--- src/design/lfe_pkg.sv ---
// Shared types and constants for the LIN frame byte engine.
package lfe_pkg;

    localparam logic [7:0] SYNC_BYTE  = 8'h55;
    localparam int         QDEPTH     = 4;
    localparam int         QAW        = $clog2(QDEPTH);
    localparam int         QCW        = $clog2(QDEPTH + 1);

    typedef enum logic [1:0] {
        REQ_HEADER = 2'd0,
        REQ_DATA   = 2'd1,
        REQ_BREAK  = 2'd2,
        REQ_RXBYTE = 2'd3
    } t_req;

    typedef enum logic [1:0] {
        OUT_BREAK  = 2'd0,
        OUT_BYTE   = 2'd1,
        OUT_NOTIFY = 2'd2
    } t_out_kind;

    typedef enum logic [1:0] {
        CMD_HEADER   = 2'd0,
        CMD_DATA     = 2'd1,
        CMD_DATA_FIN = 2'd2,
        CMD_NOTIFY   = 2'd3
    } t_cmd_kind;

    typedef struct packed {
        t_cmd_kind  kind;
        logic [7:0] a;
        logic [7:0] b;
    } t_cmd;

endpackage

--- src/design/lin_frame_byte_engine.sv ---
// Top level of the LIN frame byte engine.
// One byte event is taken per clock while full is low; results leave one beat
// per clock while pop is high, through a single output register. In master mode
// a header yields three beats; a final data byte yields two (data then checksum)
// and any other event at most one. Events feed a four-entry command queue, so the
// input side keeps moving while the output side drains; the first result of an
// event passes through the queue and then the output register. Sustained
// throughput is bounded by the output register, one beat per cycle.
module lin_frame_byte_engine (
    input  logic       i_clk,
    input  logic       i_rst_n,
    input  logic       i_cfg_we,
    input  logic       i_cfg_wdata,
    input  logic       push,
    output logic       full,
    input  logic [1:0] i_req_type,
    input  logic [7:0] i_frame_id,
    input  logic       i_await_response,
    input  logic [7:0] i_data_byte,
    input  logic       i_final_data,
    output logic       empty,
    input  logic       pop,
    output logic [1:0] o_out_kind,
    output logic [7:0] o_out_byte,
    output logic       o_out_last
);
    import lfe_pkg::*;

    logic cmd_push;
    logic cmd_pop;
    logic cmd_full;
    logic cmd_empty;
    t_cmd cmd_in;
    t_cmd cmd_out;

    assign full = cmd_full;

    lfe_front u_front (
        .i_clk            (i_clk),
        .i_rst_n          (i_rst_n),
        .i_cfg_we         (i_cfg_we),
        .i_cfg_wdata      (i_cfg_wdata),
        .i_accept         (push & ~cmd_full),
        .i_req_type       (i_req_type),
        .i_frame_id       (i_frame_id),
        .i_await_response (i_await_response),
        .i_data_byte      (i_data_byte),
        .i_final_data     (i_final_data),
        .o_cmd_push       (cmd_push),
        .o_cmd            (cmd_in)
    );

    lfe_cmd_fifo u_fifo (
        .i_clk   (i_clk),
        .i_rst_n (i_rst_n),
        .i_push  (cmd_push),
        .i_cmd   (cmd_in),
        .i_pop   (cmd_pop),
        .o_full  (cmd_full),
        .o_empty (cmd_empty),
        .o_cmd   (cmd_out)
    );

    lfe_back u_back (
        .i_clk       (i_clk),
        .i_rst_n     (i_rst_n),
        .i_cmd_empty (cmd_empty),
        .i_cmd       (cmd_out),
        .o_cmd_pop   (cmd_pop),
        .i_pop       (pop),
        .o_empty     (empty),
        .o_out_kind  (o_out_kind),
        .o_out_byte  (o_out_byte),
        .o_out_last  (o_out_last)
    );

endmodule

--- src/design/lfe_front.sv ---
// Front end: accepts byte events, keeps frame state, emits commands.
module lfe_front (
    input  logic         i_clk,
    input  logic         i_rst_n,
    input  logic         i_cfg_we,
    input  logic         i_cfg_wdata,
    input  logic         i_accept,
    input  logic [1:0]   i_req_type,
    input  logic [7:0]   i_frame_id,
    input  logic         i_await_response,
    input  logic [7:0]   i_data_byte,
    input  logic         i_final_data,
    output logic         o_cmd_push,
    output lfe_pkg::t_cmd o_cmd
);
    import lfe_pkg::*;

    typedef enum logic [1:0] {
        HP_IDLE  = 2'd0,
        HP_DUMMY = 2'd1,
        HP_SYNC  = 2'd2,
        HP_ID    = 2'd3
    } t_hphase;

    logic       r_master;
    logic       r_listening, n_listening;
    logic [7:0] r_pending_id, n_pending_id;
    t_hphase    r_hphase, n_hphase;
    logic [7:0] r_sum, n_sum;

    logic [8:0] sum9;
    logic [7:0] sum_fold;
    logic       push;
    t_cmd       cmd;

    assign sum9     = {1'b0, r_sum} + {1'b0, i_data_byte};
    assign sum_fold = sum9[8] ? (sum9[7:0] + 8'd1) : sum9[7:0];

    always_comb begin
        n_listening  = r_listening;
        n_pending_id = r_pending_id;
        n_hphase     = r_hphase;
        n_sum        = r_sum;
        push         = 1'b0;
        cmd.kind     = CMD_DATA;
        cmd.a        = i_data_byte;
        cmd.b        = ~sum_fold;
        case (t_req'(i_req_type))
            REQ_HEADER: begin
                if (r_master) begin
                    push     = 1'b1;
                    cmd.kind = CMD_HEADER;
                    cmd.a    = i_frame_id;
                    n_sum    = 8'd0;
                    if (i_await_response) begin
                        n_pending_id = i_frame_id;
                        n_listening  = 1'b1;
                    end
                end
            end
            REQ_DATA: begin
                push = 1'b1;
                if (i_final_data) begin
                    cmd.kind = CMD_DATA_FIN;
                    n_sum    = 8'd0;
                end else begin
                    cmd.kind = CMD_DATA;
                    n_sum    = sum_fold;
                end
            end
            REQ_BREAK: begin
                if (!r_master) begin
                    n_hphase = HP_DUMMY;
                end
            end
            REQ_RXBYTE: begin
                if (r_master) begin
                    if (r_listening) begin
                        n_listening = 1'b0;
                        push        = 1'b1;
                        cmd.kind    = CMD_NOTIFY;
                        cmd.a       = r_pending_id;
                    end
                end else begin
                    case (r_hphase)
                        HP_DUMMY: n_hphase = HP_SYNC;
                        HP_SYNC:  n_hphase = (i_data_byte == SYNC_BYTE) ? HP_ID : HP_IDLE;
                        HP_ID: begin
                            n_hphase = HP_IDLE;
                            push     = 1'b1;
                            cmd.kind = CMD_NOTIFY;
                            cmd.a    = i_data_byte;
                        end
                        default: n_hphase = HP_IDLE;
                    endcase
                end
            end
            default: push = 1'b0;
        endcase
    end

    always_ff @(posedge i_clk) begin
        if (!i_rst_n) begin
            r_master     <= 1'b0;
            r_listening  <= 1'b0;
            r_pending_id <= 8'd0;
            r_hphase     <= HP_IDLE;
            r_sum        <= 8'd0;
        end else begin
            if (i_cfg_we) begin
                r_master <= i_cfg_wdata;
            end
            if (i_accept) begin
                r_listening  <= n_listening;
                r_pending_id <= n_pending_id;
                r_hphase     <= n_hphase;
                r_sum        <= n_sum;
            end
        end
    end

    assign o_cmd_push = i_accept & push;
    assign o_cmd      = cmd;

endmodule

--- src/design/lfe_cmd_fifo.sv ---
// Short command queue between the front end and the result sequencer.
module lfe_cmd_fifo (
    input  logic          i_clk,
    input  logic          i_rst_n,
    input  logic          i_push,
    input  lfe_pkg::t_cmd i_cmd,
    input  logic          i_pop,
    output logic          o_full,
    output logic          o_empty,
    output lfe_pkg::t_cmd o_cmd
);
    import lfe_pkg::*;

    t_cmd             r_mem [QDEPTH];
    logic [QAW-1:0]   r_wr_ptr;
    logic [QAW-1:0]   r_rd_ptr;
    logic [QCW-1:0]   r_count;
    logic             do_push;
    logic             do_pop;

    assign o_full  = (r_count == QCW'(QDEPTH));
    assign o_empty = (r_count == '0);
    assign do_push = i_push & ~o_full;
    assign do_pop  = i_pop & ~o_empty;
    assign o_cmd   = r_mem[r_rd_ptr];

    always_ff @(posedge i_clk) begin
        if (do_push) begin
            r_mem[r_wr_ptr] <= i_cmd;
        end
    end

    always_ff @(posedge i_clk) begin
        if (!i_rst_n) begin
            r_wr_ptr <= '0;
            r_rd_ptr <= '0;
            r_count  <= '0;
        end else begin
            if (do_push) begin
                r_wr_ptr <= r_wr_ptr + QAW'(1);
            end
            if (do_pop) begin
                r_rd_ptr <= r_rd_ptr + QAW'(1);
            end
            case ({do_push, do_pop})
                2'b10:   r_count <= r_count + QCW'(1);
                2'b01:   r_count <= r_count - QCW'(1);
                default: r_count <= r_count;
            endcase
        end
    end

    a_count_bound: assert property (@(posedge i_clk) disable iff (!i_rst_n)
        r_count <= QCW'(QDEPTH))
        else $error("command queue count out of range");

    a_ptr_match: assert property (@(posedge i_clk) disable iff (!i_rst_n)
        (r_wr_ptr - r_rd_ptr) == r_count[QAW-1:0])
        else $error("command queue pointers disagree with count");

    a_pop_drains: assert property (@(posedge i_clk) disable iff (!i_rst_n)
        (do_pop && !do_push) |=> (r_count == $past(r_count) - QCW'(1)))
        else $error("command queue pop lost");

endmodule

--- src/design/lfe_back.sv ---
// Back end: expands queued commands into result beats.
module lfe_back (
    input  logic          i_clk,
    input  logic          i_rst_n,
    input  logic          i_cmd_empty,
    input  lfe_pkg::t_cmd i_cmd,
    output logic          o_cmd_pop,
    input  logic          i_pop,
    output logic          o_empty,
    output logic [1:0]    o_out_kind,
    output logic [7:0]    o_out_byte,
    output logic          o_out_last
);
    import lfe_pkg::*;

    logic       r_valid;
    logic [1:0] r_step;
    t_out_kind  r_kind;
    logic [7:0] r_byte;
    logic       r_last;

    logic       load;
    t_out_kind  n_kind;
    logic [7:0] n_byte;
    logic       n_last;

    assign load = ~i_cmd_empty & (~r_valid | i_pop);

    always_comb begin
        n_kind = OUT_BYTE;
        n_byte = i_cmd.a;
        n_last = 1'b1;
        case (i_cmd.kind)
            CMD_HEADER: begin
                case (r_step)
                    2'd0: begin
                        n_kind = OUT_BREAK;
                        n_byte = 8'd0;
                        n_last = 1'b0;
                    end
                    2'd1: begin
                        n_byte = SYNC_BYTE;
                        n_last = 1'b0;
                    end
                    default: n_byte = i_cmd.a;
                endcase
            end
            CMD_DATA_FIN: begin
                if (r_step == 2'd0) begin
                    n_last = 1'b0;
                end else begin
                    n_byte = i_cmd.b;
                end
            end
            CMD_NOTIFY: n_kind = OUT_NOTIFY;
            default:    n_kind = OUT_BYTE;
        endcase
    end

    assign o_cmd_pop = load & n_last;

    always_ff @(posedge i_clk) begin
        if (!i_rst_n) begin
            r_valid <= 1'b0;
            r_step  <= 2'd0;
        end else begin
            if (load) begin
                r_valid <= 1'b1;
                r_step  <= n_last ? 2'd0 : (r_step + 2'd1);
            end else if (i_pop) begin
                r_valid <= 1'b0;
            end
        end
    end

    always_ff @(posedge i_clk) begin
        if (load) begin
            r_kind <= n_kind;
            r_byte <= n_byte;
            r_last <= n_last;
        end
    end

    assign o_empty    = ~r_valid;
    assign o_out_kind = r_kind;
    assign o_out_byte = r_byte;
    assign o_out_last = r_last;

endmodule

--- config.mk ---
export PLATFORM = sky130hd
export DESIGN_NAME = lin_frame_byte_engine
export DESIGN_NICKNAME = d
export VERILOG_FILES = /design/src/design/lfe_pkg.sv /design/src/design/lin_frame_byte_engine.sv /design/src/design/lfe_front.sv /design/src/design/lfe_cmd_fifo.sv /design/src/design/lfe_back.sv
export SDC_FILE = /design/constraint.sdc
export NUM_CORES = 1
export LEC_CHECK = 0
export ABC_AREA = 1
export BUFFER_PORTS_ARGS = -buffer_cell sky130_fd_sc_hd__buf_2
export CORE_ASPECT_RATIO = 2
export CORE_UTILIZATION = 57
export CTS_BUF_LIST = sky130_fd_sc_hd__clkbuf_4 sky130_fd_sc_hd__clkbuf_8
export CTS_CLUSTER_SIZE = 40
export DETAILED_ROUTE_END_ITERATION = 6
export PLACE_DENSITY = 0.79
export SYNTH_ARGS = -nofsm -noshare
export SYNTH_HDL_FRONTEND = slang
export SYNTH_HIERARCHICAL = 1
export SYNTH_SLANG_ARGS = --single-unit
--- constraint.sdc ---
create_clock -name i_clk -period 2.81 [get_ports i_clk]
set_input_delay 0.843 -clock i_clk [delete_from_list [all_inputs] [get_ports i_clk]]
set_output_delay 0.843 -clock i_clk [all_outputs]
set_load 0.05 [all_outputs]
==> results of run 1 <==
-- metal layers --
metal	share of wire	vias to the layer above
met5	0	-
met4	0.053	0
met3	0.048	41
met2	0.56	174
met1	0.34	2132
li1	-	2173
-- layout make-up --
cell class	count	area share
Inverter	87	0.05379
Tap cell	132	0.02509
Timing Repair Buffer	55	0.05588
Clock inverter	14	0.02110
Multi-Input combinational cell	396	0.3313
Sequential cell	115	0.4761
Clock buffer	18	0.03669
-- layout by cell type, fill, tap and decap left out, types with 5 or more instances in the layout --
master / netlist / layout
buf_2: 1 / 38
o21ai_0: 51 / 51
a21oi_1: 29 / 28
ha_1: 23 / 23
o22ai_1: 18 / 18
inv_1: 78 / 78
buf_4: 2 / 13
o21ai_2: 7 / 7
nand2_2: 10 / 10
edfxtp_1: 83 / 83
clkbuf_8: 0 / 17
nand2_1: 110 / 110
o21ai_1: 7 / 7
dfxtp_1: 32 / 31
nand3_1: 32 / 32
nor2_2: 5 / 5
clkinvlp_4: 0 / 5
nor2_1: 66 / 66
-- cells by family (layout without fill, tap and decap cells) --
group                      count (synthesis)  in the layout  share of synthesized area
buffers and inverters                    100            174                    0.08337
and+or+nand+nor                          242            242                     0.1881
adders and majority gates                 25             25                    0.05659
AOI/OAI and AO/OA                        125            125                     0.1238
xor gates and xnor gates                   4              4                   0.007345
DFF                                      115            115                     0.5408
-- cells in the mapped netlist (all sizes together), types with 2 or more instances --
cell type	number
a21oi	31
buf	12
clkinv	3
dfxtp	32
edfxtp	83
fa	2
ha	23
inv	84
nand2	124
nand3	35
nand3b	2
nand4	3
nor2	74
o211ai	5
o21a	2
o21ai	65
o22ai	18
or2	2
xor2	4
-- sequential cells by signal (all words and copies together), names as in the netlist, 3 cells and up, named ones only --
signal,count
u_back/o_out_byte,8
u_fifo/r_mem,72
u_front/r_sum,8
u_fifo/r_count,3
u_front/r_pending_id,8
-- path summary, 6_finish.rpt --
kind	slack [ns]	end	cells after the start
worst max-delay path	0.25	u_fifo/r_count[2]$_SDFFE_PN0P_	19
worst min-delay path	0.46	u_front/r_pending_id[0]$_SDFFE_PN0P_	2
worst max register to register	0.25	u_fifo/r_count[2]$_SDFFE_PN0P_	19
worst min register to register	0.46	u_front/r_pending_id[0]$_SDFFE_PN0P_	2
-- stage by stage --
stage / total power (W) / hold slack, ns / TNS (ns)
2_1_floorplan: 0.002310 / 0.4239 / -8.264
3_3_place_gp: 0.002427 / 0.4354 / 0
3_5_place_dp: 0.002451 / 0.4417 / -0.05059
4_1_cts: 0.003898 / 0.4546 / 0
5_1_grt: 0.004032 / 0.4728 / 0
6_report: 0.003876 / 0.4585 / 0
-- critical path: stages (launching register included) --
cell and delay [ns]:
dfxtp_1 0.33, buf_4 0.18, clkinv_8 0.06, o21ai_2 0.04, o22ai_1 0.27, inv_1 0.12
nand3_1 0.12, nand3_2 0.12, inv_1 0.13, nand2_2 0.08, inv_2 0.07, ha_1 0.16
inv_1 0.07, fa_1 0.38, inv_1 0.06, nand2_1 0.05, nand3_1 0.08, nand2_1 0.06
nand2_1 0.05, nor2_1 0.04
-- power by group through the flow --
stage          sequential, W  clock (W)  combinational (W)
5_1_grt              0.00192    0.00156           0.000553
4_1_cts              0.00192    0.00148           0.000499
3_5_place_dp         0.00195          0           0.000498
2_1_floorplan        0.00202          0           0.000286
6_report             0.00192    0.00146           0.000501
3_3_place_gp         0.00195          0           0.000476
==> impl_results.md, run 1 <==
- Crit path kind: flip-flop to flip-flop
- DP Cell Count: roughly 790
- Cell Rows: around 50
- Post-CTS Hold Fix Bufs: 0
- Finished Cell Area: 6583 um2
- CORE AREA: a little under 10,000 um2
- Worst Hold Launch: u_front/r_pending_id[0]$_SDFFE_PN0P_
- Data arrival, critical path: between 2 and 3 ns
- Die height: roughly 140 um
- Post-DR vias/cell: approximately 5.5
- CTS Buf Count: 17
- CP Max Fanout: 3
- Status: complete, no violations
- Combinational power share: 0.129
- Filler cells: 777
- Mapped Nets: between 600 and 700
- Final wirelength: around 13,000 um
- DR iter-0 viols: 260
- Number of enable flip-flop cells after synthesis: 83
- Multi-input gate area: around 2200 um2
- CP Capture Type: flip-flop
- Worst slack at placement: -0.01268 ns
- Tot GR Track Use: 0.2690
- Post-route ant nets: 0
- Total grt overflow: 0
- Post-synth top area share: 0.4302
- Register area share after synthesis: 0.5408
- Met1 Use GR: 0.2497
- Global Route met2 Usage: 0.4981
- Slew margin rel.: 0.5585
- Leading area contributor after synthesis: edfxtp_1
- Final Max Slew Viols: 0
- Max_cap viols: 0
- Postcts setup bufs: 0
- Final setup viols: 0
- Final worst slack: approximately 0.25 ns
- Clock transition at path regs: 0.07 ns
- # nets final: around 720
- RSZ-0062 raised after global routing: false
- Total clock sinks: around 120
- Tcrit/Tclk final: 0.9111
- Synth area leaders: edfxtp_1 (43%), dfxtp_1 (11%), nand2_1 (7.1%)
- Register area: 3134 um2
- GR Util met3: 0.06272
- Crit path time final: 2.560 ns
- Async SR Flop Fraction: 0
- Hold Path Class: flip-flop to flip-flop
- Internal power: 0.002823 W
- Top_reg_cell synth: edfxtp_1
- Fmax: about 0.39 GHz
- Fin util: 0.6699
- Routability congestion estimate: around 0.88
- Switching power: around 0.0011 W
- Hold Vio Cnt, Final: 0
- Die area: around 11,000 um2
- Peak supply drop: around 0.44 mV
- DR vias: 4,520
- Vias in the first global route: 4,528
- Largest net degree at the start of global routing: 33
- Synth Cell Area: 5793 um2
- Drt drc: 0
- Io pins: 39
- Flop pwr share: 0.494
- Wire per inst: about 16 um
- Starting Density: 0.5895
- Final std cells w/o fill: around 820
- Ys Warns: 6
- CTS max path bufs: 2
- Cells after synthesis: just over 600
- Cell variety after synth: between 40 and 50
- Switching share of power: 0.2716
- Max H-tree Level: 4
- Cts repair resizes: 0
- Layout Skew: approximately 0.011 ns
- Yosys reg bits: around 120
- Worst-Skew Late Latency: about 0.43 ns
- Leak pwr: 2.692 nW
- Global-route wire length before repair: roughly 21,000 um
- Share of layout cells above drive strength 1: 0.1942
- CTS root buf: clkbuf_8
- Die W: around 73 um
- Post-DP HPWL: 9587 um
- Post-DP Area: approximately 6200 um2
- CP Data Required Time: approximately 3.1 ns
- TritonRoute pass-1 iters: 5
- Clock share of power: 0.376
- Slew @ Worst Pin: between 0.6 and 0.7 ns
- CTS tree: done
- Port Buffers: 38
- PwrDens: 588.8 nW/um2
- Area Overhead vs Synth: 13.63%
- Syn_area_per_cell: approximately 9.5 um2
- Gr busiest metal: met2
- Antenna cells: 0
- Startpoint types: flip-flop
- Initial antenna violation count: 0
Note: power is estimated with default switching activity, not from simulation.
==> run 2, diff against run 1 <==
--- a/config.mk
+++ b/config.mk
@@ -6,12 +6,12 @@
 export NUM_CORES = 1
 export LEC_CHECK = 0
 export ABC_AREA = 1
-export BUFFER_PORTS_ARGS = -buffer_cell sky130_fd_sc_hd__buf_2
 export CORE_ASPECT_RATIO = 2
-export CORE_UTILIZATION = 57
+export CORE_UTILIZATION = 60
 export CTS_BUF_LIST = sky130_fd_sc_hd__clkbuf_4 sky130_fd_sc_hd__clkbuf_8
 export CTS_CLUSTER_SIZE = 40
 export DETAILED_ROUTE_END_ITERATION = 6
+export DONT_BUFFER_PORTS = 1
 export PLACE_DENSITY = 0.79
 export SYNTH_ARGS = -nofsm -noshare
 export SYNTH_HDL_FRONTEND = slang
==> constraint.sdc (replaced) <==
create_clock -name i_clk -period 2.81 [get_ports i_clk]
set_input_delay 0.281 -clock i_clk [delete_from_list [all_inputs] [get_ports i_clk]]
set_output_delay 0.281 -clock i_clk [all_outputs]
set_load 0.05 [all_outputs]
==> run 2 against run 1 <==
  * Register-to-register slack is essentially flat
  * Hold slack lost 0.41 ns
  * Critical path depth shrank 2
  * Clock skew is essentially flat
  * Core utilization grew 0.44 points
  * Die area shrank 4.9%
  * Critical path type unchanged
==> impl_results.md, run 2 (synthesis gave the netlist of run 1 again) <==
- Routability congestion estimate: 0.9135
- PwrDens: 614.4 nW/um2
- DR vias: approximately 4,400
- Data arrival, critical path: between 2 and 3 ns
- Final setup viols: 0
- CTS max path bufs: 2
- Max_cap viols: 0
- RSZ-0062 raised after global routing: false
- TritonRoute pass-1 iters: 7
- Post-DR vias/cell: ~6
- Wire per inst: ~17 um
- Area Overhead vs Synth: 9.222%
- Final Max Slew Viols: 0
- Peak supply drop: around 0.46 mV
- Total grt overflow: 0
- CTS Buf Count: 17
- Worst hold stages: 2
- Crit path time final: 2.548 ns
- Worst-Skew Late Latency: roughly 0.42 ns
- R2R setup slack: 0.26 ns
- Layout Skew: approximately 0.011 ns
- Initial antenna violation count: 0
- Postcts setup bufs: 0
- Share of layout cells above drive strength 1: 0.1380
- Tot GR Track Use: 0.2733
- CTS root buf: clkbuf_8
- Hold Vio Cnt, Final: 0
- Status: complete, no violations
- Io pins: 39
- Worst r2r src: u_back/r_step[0]$_SDFFE_PN0P_
- Startpoint types: flip-flop
- Post-DP HPWL: 9259 um
- Global-route wire length before repair: between 20,000 and 25,000 um
- Cell Rows: 50
- # nets final: about 700
- Tcrit/Tclk final: 0.9068
- CP Data Required Time: between 3 and 4 ns
- Post-route ant nets: 0
- Top reg by flops: u_fifo/r_mem
- Fin util: 0.6743
- DP Cell Count: 713
- Design Power: between 0.003 and 0.004 W
- Die height: approximately 140 um
- Starting Density: 0.6173
- DR iter-0 viols: 298
- Largest register FFs: roughly 70
- Vias in the first global route: roughly 4,400
- Final std cells w/o fill: 749
- Slew margin rel.: 0.5549
- Clock transition at path regs: 0.07 ns
- CTS tree: done
- Register area: around 3100 um2
- Most common cell after layout, fill and taps aside: nand2_1
- Die W: 71.48 um
- CP Max Fanout: 6
- Crit path kind: flip-flop to flip-flop
- Port Buffers: 0
- Max H-tree Level: 4
- Commonest non-fill, non-tap cells in the layout: nand2_1 (110), edfxtp_1 (83), inv_1 (78), nor2_1 (66), o21ai_0 (51)
- Hold Path Class: input pin to flip-flop
- Largest net degree at the start of global routing: 33
- CP Capture Type: flip-flop
- CORE AREA: roughly 9400 um2
- Die area: just over 10,000 um2
- Drt drc: 0
- Worst Hold Launch: i_rst_n
- Hold endpoint: u_fifo/r_wr_ptr[0]$_SDFFE_PN0P_
- Total clock sinks: about 120
- Antenna cells: 0
- Leak pwr: 2.537 nW
- Slew @ Worst Pin: approximately 0.67 ns
- Final wirelength: between 10,000 and 15,000 um
- R2R cell count: 17
- Final TNS setup: 0 ns
- Multi-input gate area: approximately 2200 um2
- Filler cells: roughly 690
- Fmax: roughly 0.4 GHz
- Reg2Reg Capture Point: u_fifo/r_count[2]$_SDFFE_PN0P_
==> run 2: worst max path at each step <==
stage / from / endpoint / slack (ns) / depth (start not counted)
2_1_floorplan: u_fifo/r_count[1]$_SDFFE_PN0P_ / u_fifo/r_mem[0][0]$_DFFE_PP_ / 0.16 / 8
3_3_place_gp: flip-flop / u_fifo/r_count[2]$_SDFFE_PN0P_ / 0.34 / 17
3_5_place_dp: flip-flop / u_fifo/r_count[2]$_SDFFE_PN0P_ / 0.15 / 17
4_1_cts: flip-flop / u_fifo/r_count[2]$_SDFFE_PN0P_ / 0.10 / 16
5_1_grt: u_back/r_step[0]$_SDFFE_PN0P_ / u_fifo/r_count[2]$_SDFFE_PN0P_ / 0.04 / 17
6_report: u_back/r_step[0]$_SDFFE_PN0P_ / u_fifo/r_count[2]$_SDFFE_PN0P_ / 0.26 / 17
==> run 2: power breakdown <==
group	internal, W	switching (W)	total (W)
Sequential	0.00189	0.000101	0.00199
Combinational	0.000115	0.000265	0.000380
Clock	0.000890	0.000623	0.00151
Total	0.00290	0.000988	0.00389
==> run 2: final cells by class <==
cell class                      count  share of cell area
Clock buffer                       20             0.04054
Multi-Input combinational cell    396              0.3461
Tap cell                          104             0.02057
Clock inverter                     12             0.02195
Sequential cell                   115              0.4956
Inverter                           87             0.05596
Timing Repair Buffer               15             0.01938
==> run 2: metal layers <==
| metal | track usage | routed length, um |
|---|---|---|
| met3 | 0.07005 | 607 |
| met1 | 0.2585 | 4370 |
| met5 | 0 | 0 |
| met4 | 0.1775 | 608 |
| met2 | 0.5038 | 7246 |
==> run 2: what timing repair did <==
item / 4_1_cts / 5_1_grt
hold endpoints to repair: 17 / 0
hold buffers: 4 / 0
resized for setup: 0 / 4
setup endpoints to repair: 0 / 1
==> run 2: through the flow <==
stage                     instance area [um2]  hold WS, ns  setup slack, ns
after floorplan                          5793       0.4015           0.1649
after global routing                     6327      0.04310          0.04304
after global placement                   5877       0.4080           0.3405
after detailed placement                 5877       0.4147           0.1515
final                                    6327      0.04980           0.2618
after CTS                                6312      0.01530           0.1041
==> run 2: worst max-delay path, cell delays in order, from the launching register on <==
cell and delay, ns:
dfxtp_1 0.36, inv_1 0.12, ha_1 0.26, inv_1 0.09, nand2_1 0.07, nand2_2 0.11
nand3_2 0.10, inv_1 0.16, nand2_2 0.09, inv_2 0.07, ha_1 0.17, inv_1 0.07
fa_1 0.39, nand2_1 0.09, nand3_1 0.10, nand2_1 0.07, nand2_1 0.04, nor2_1 0.11
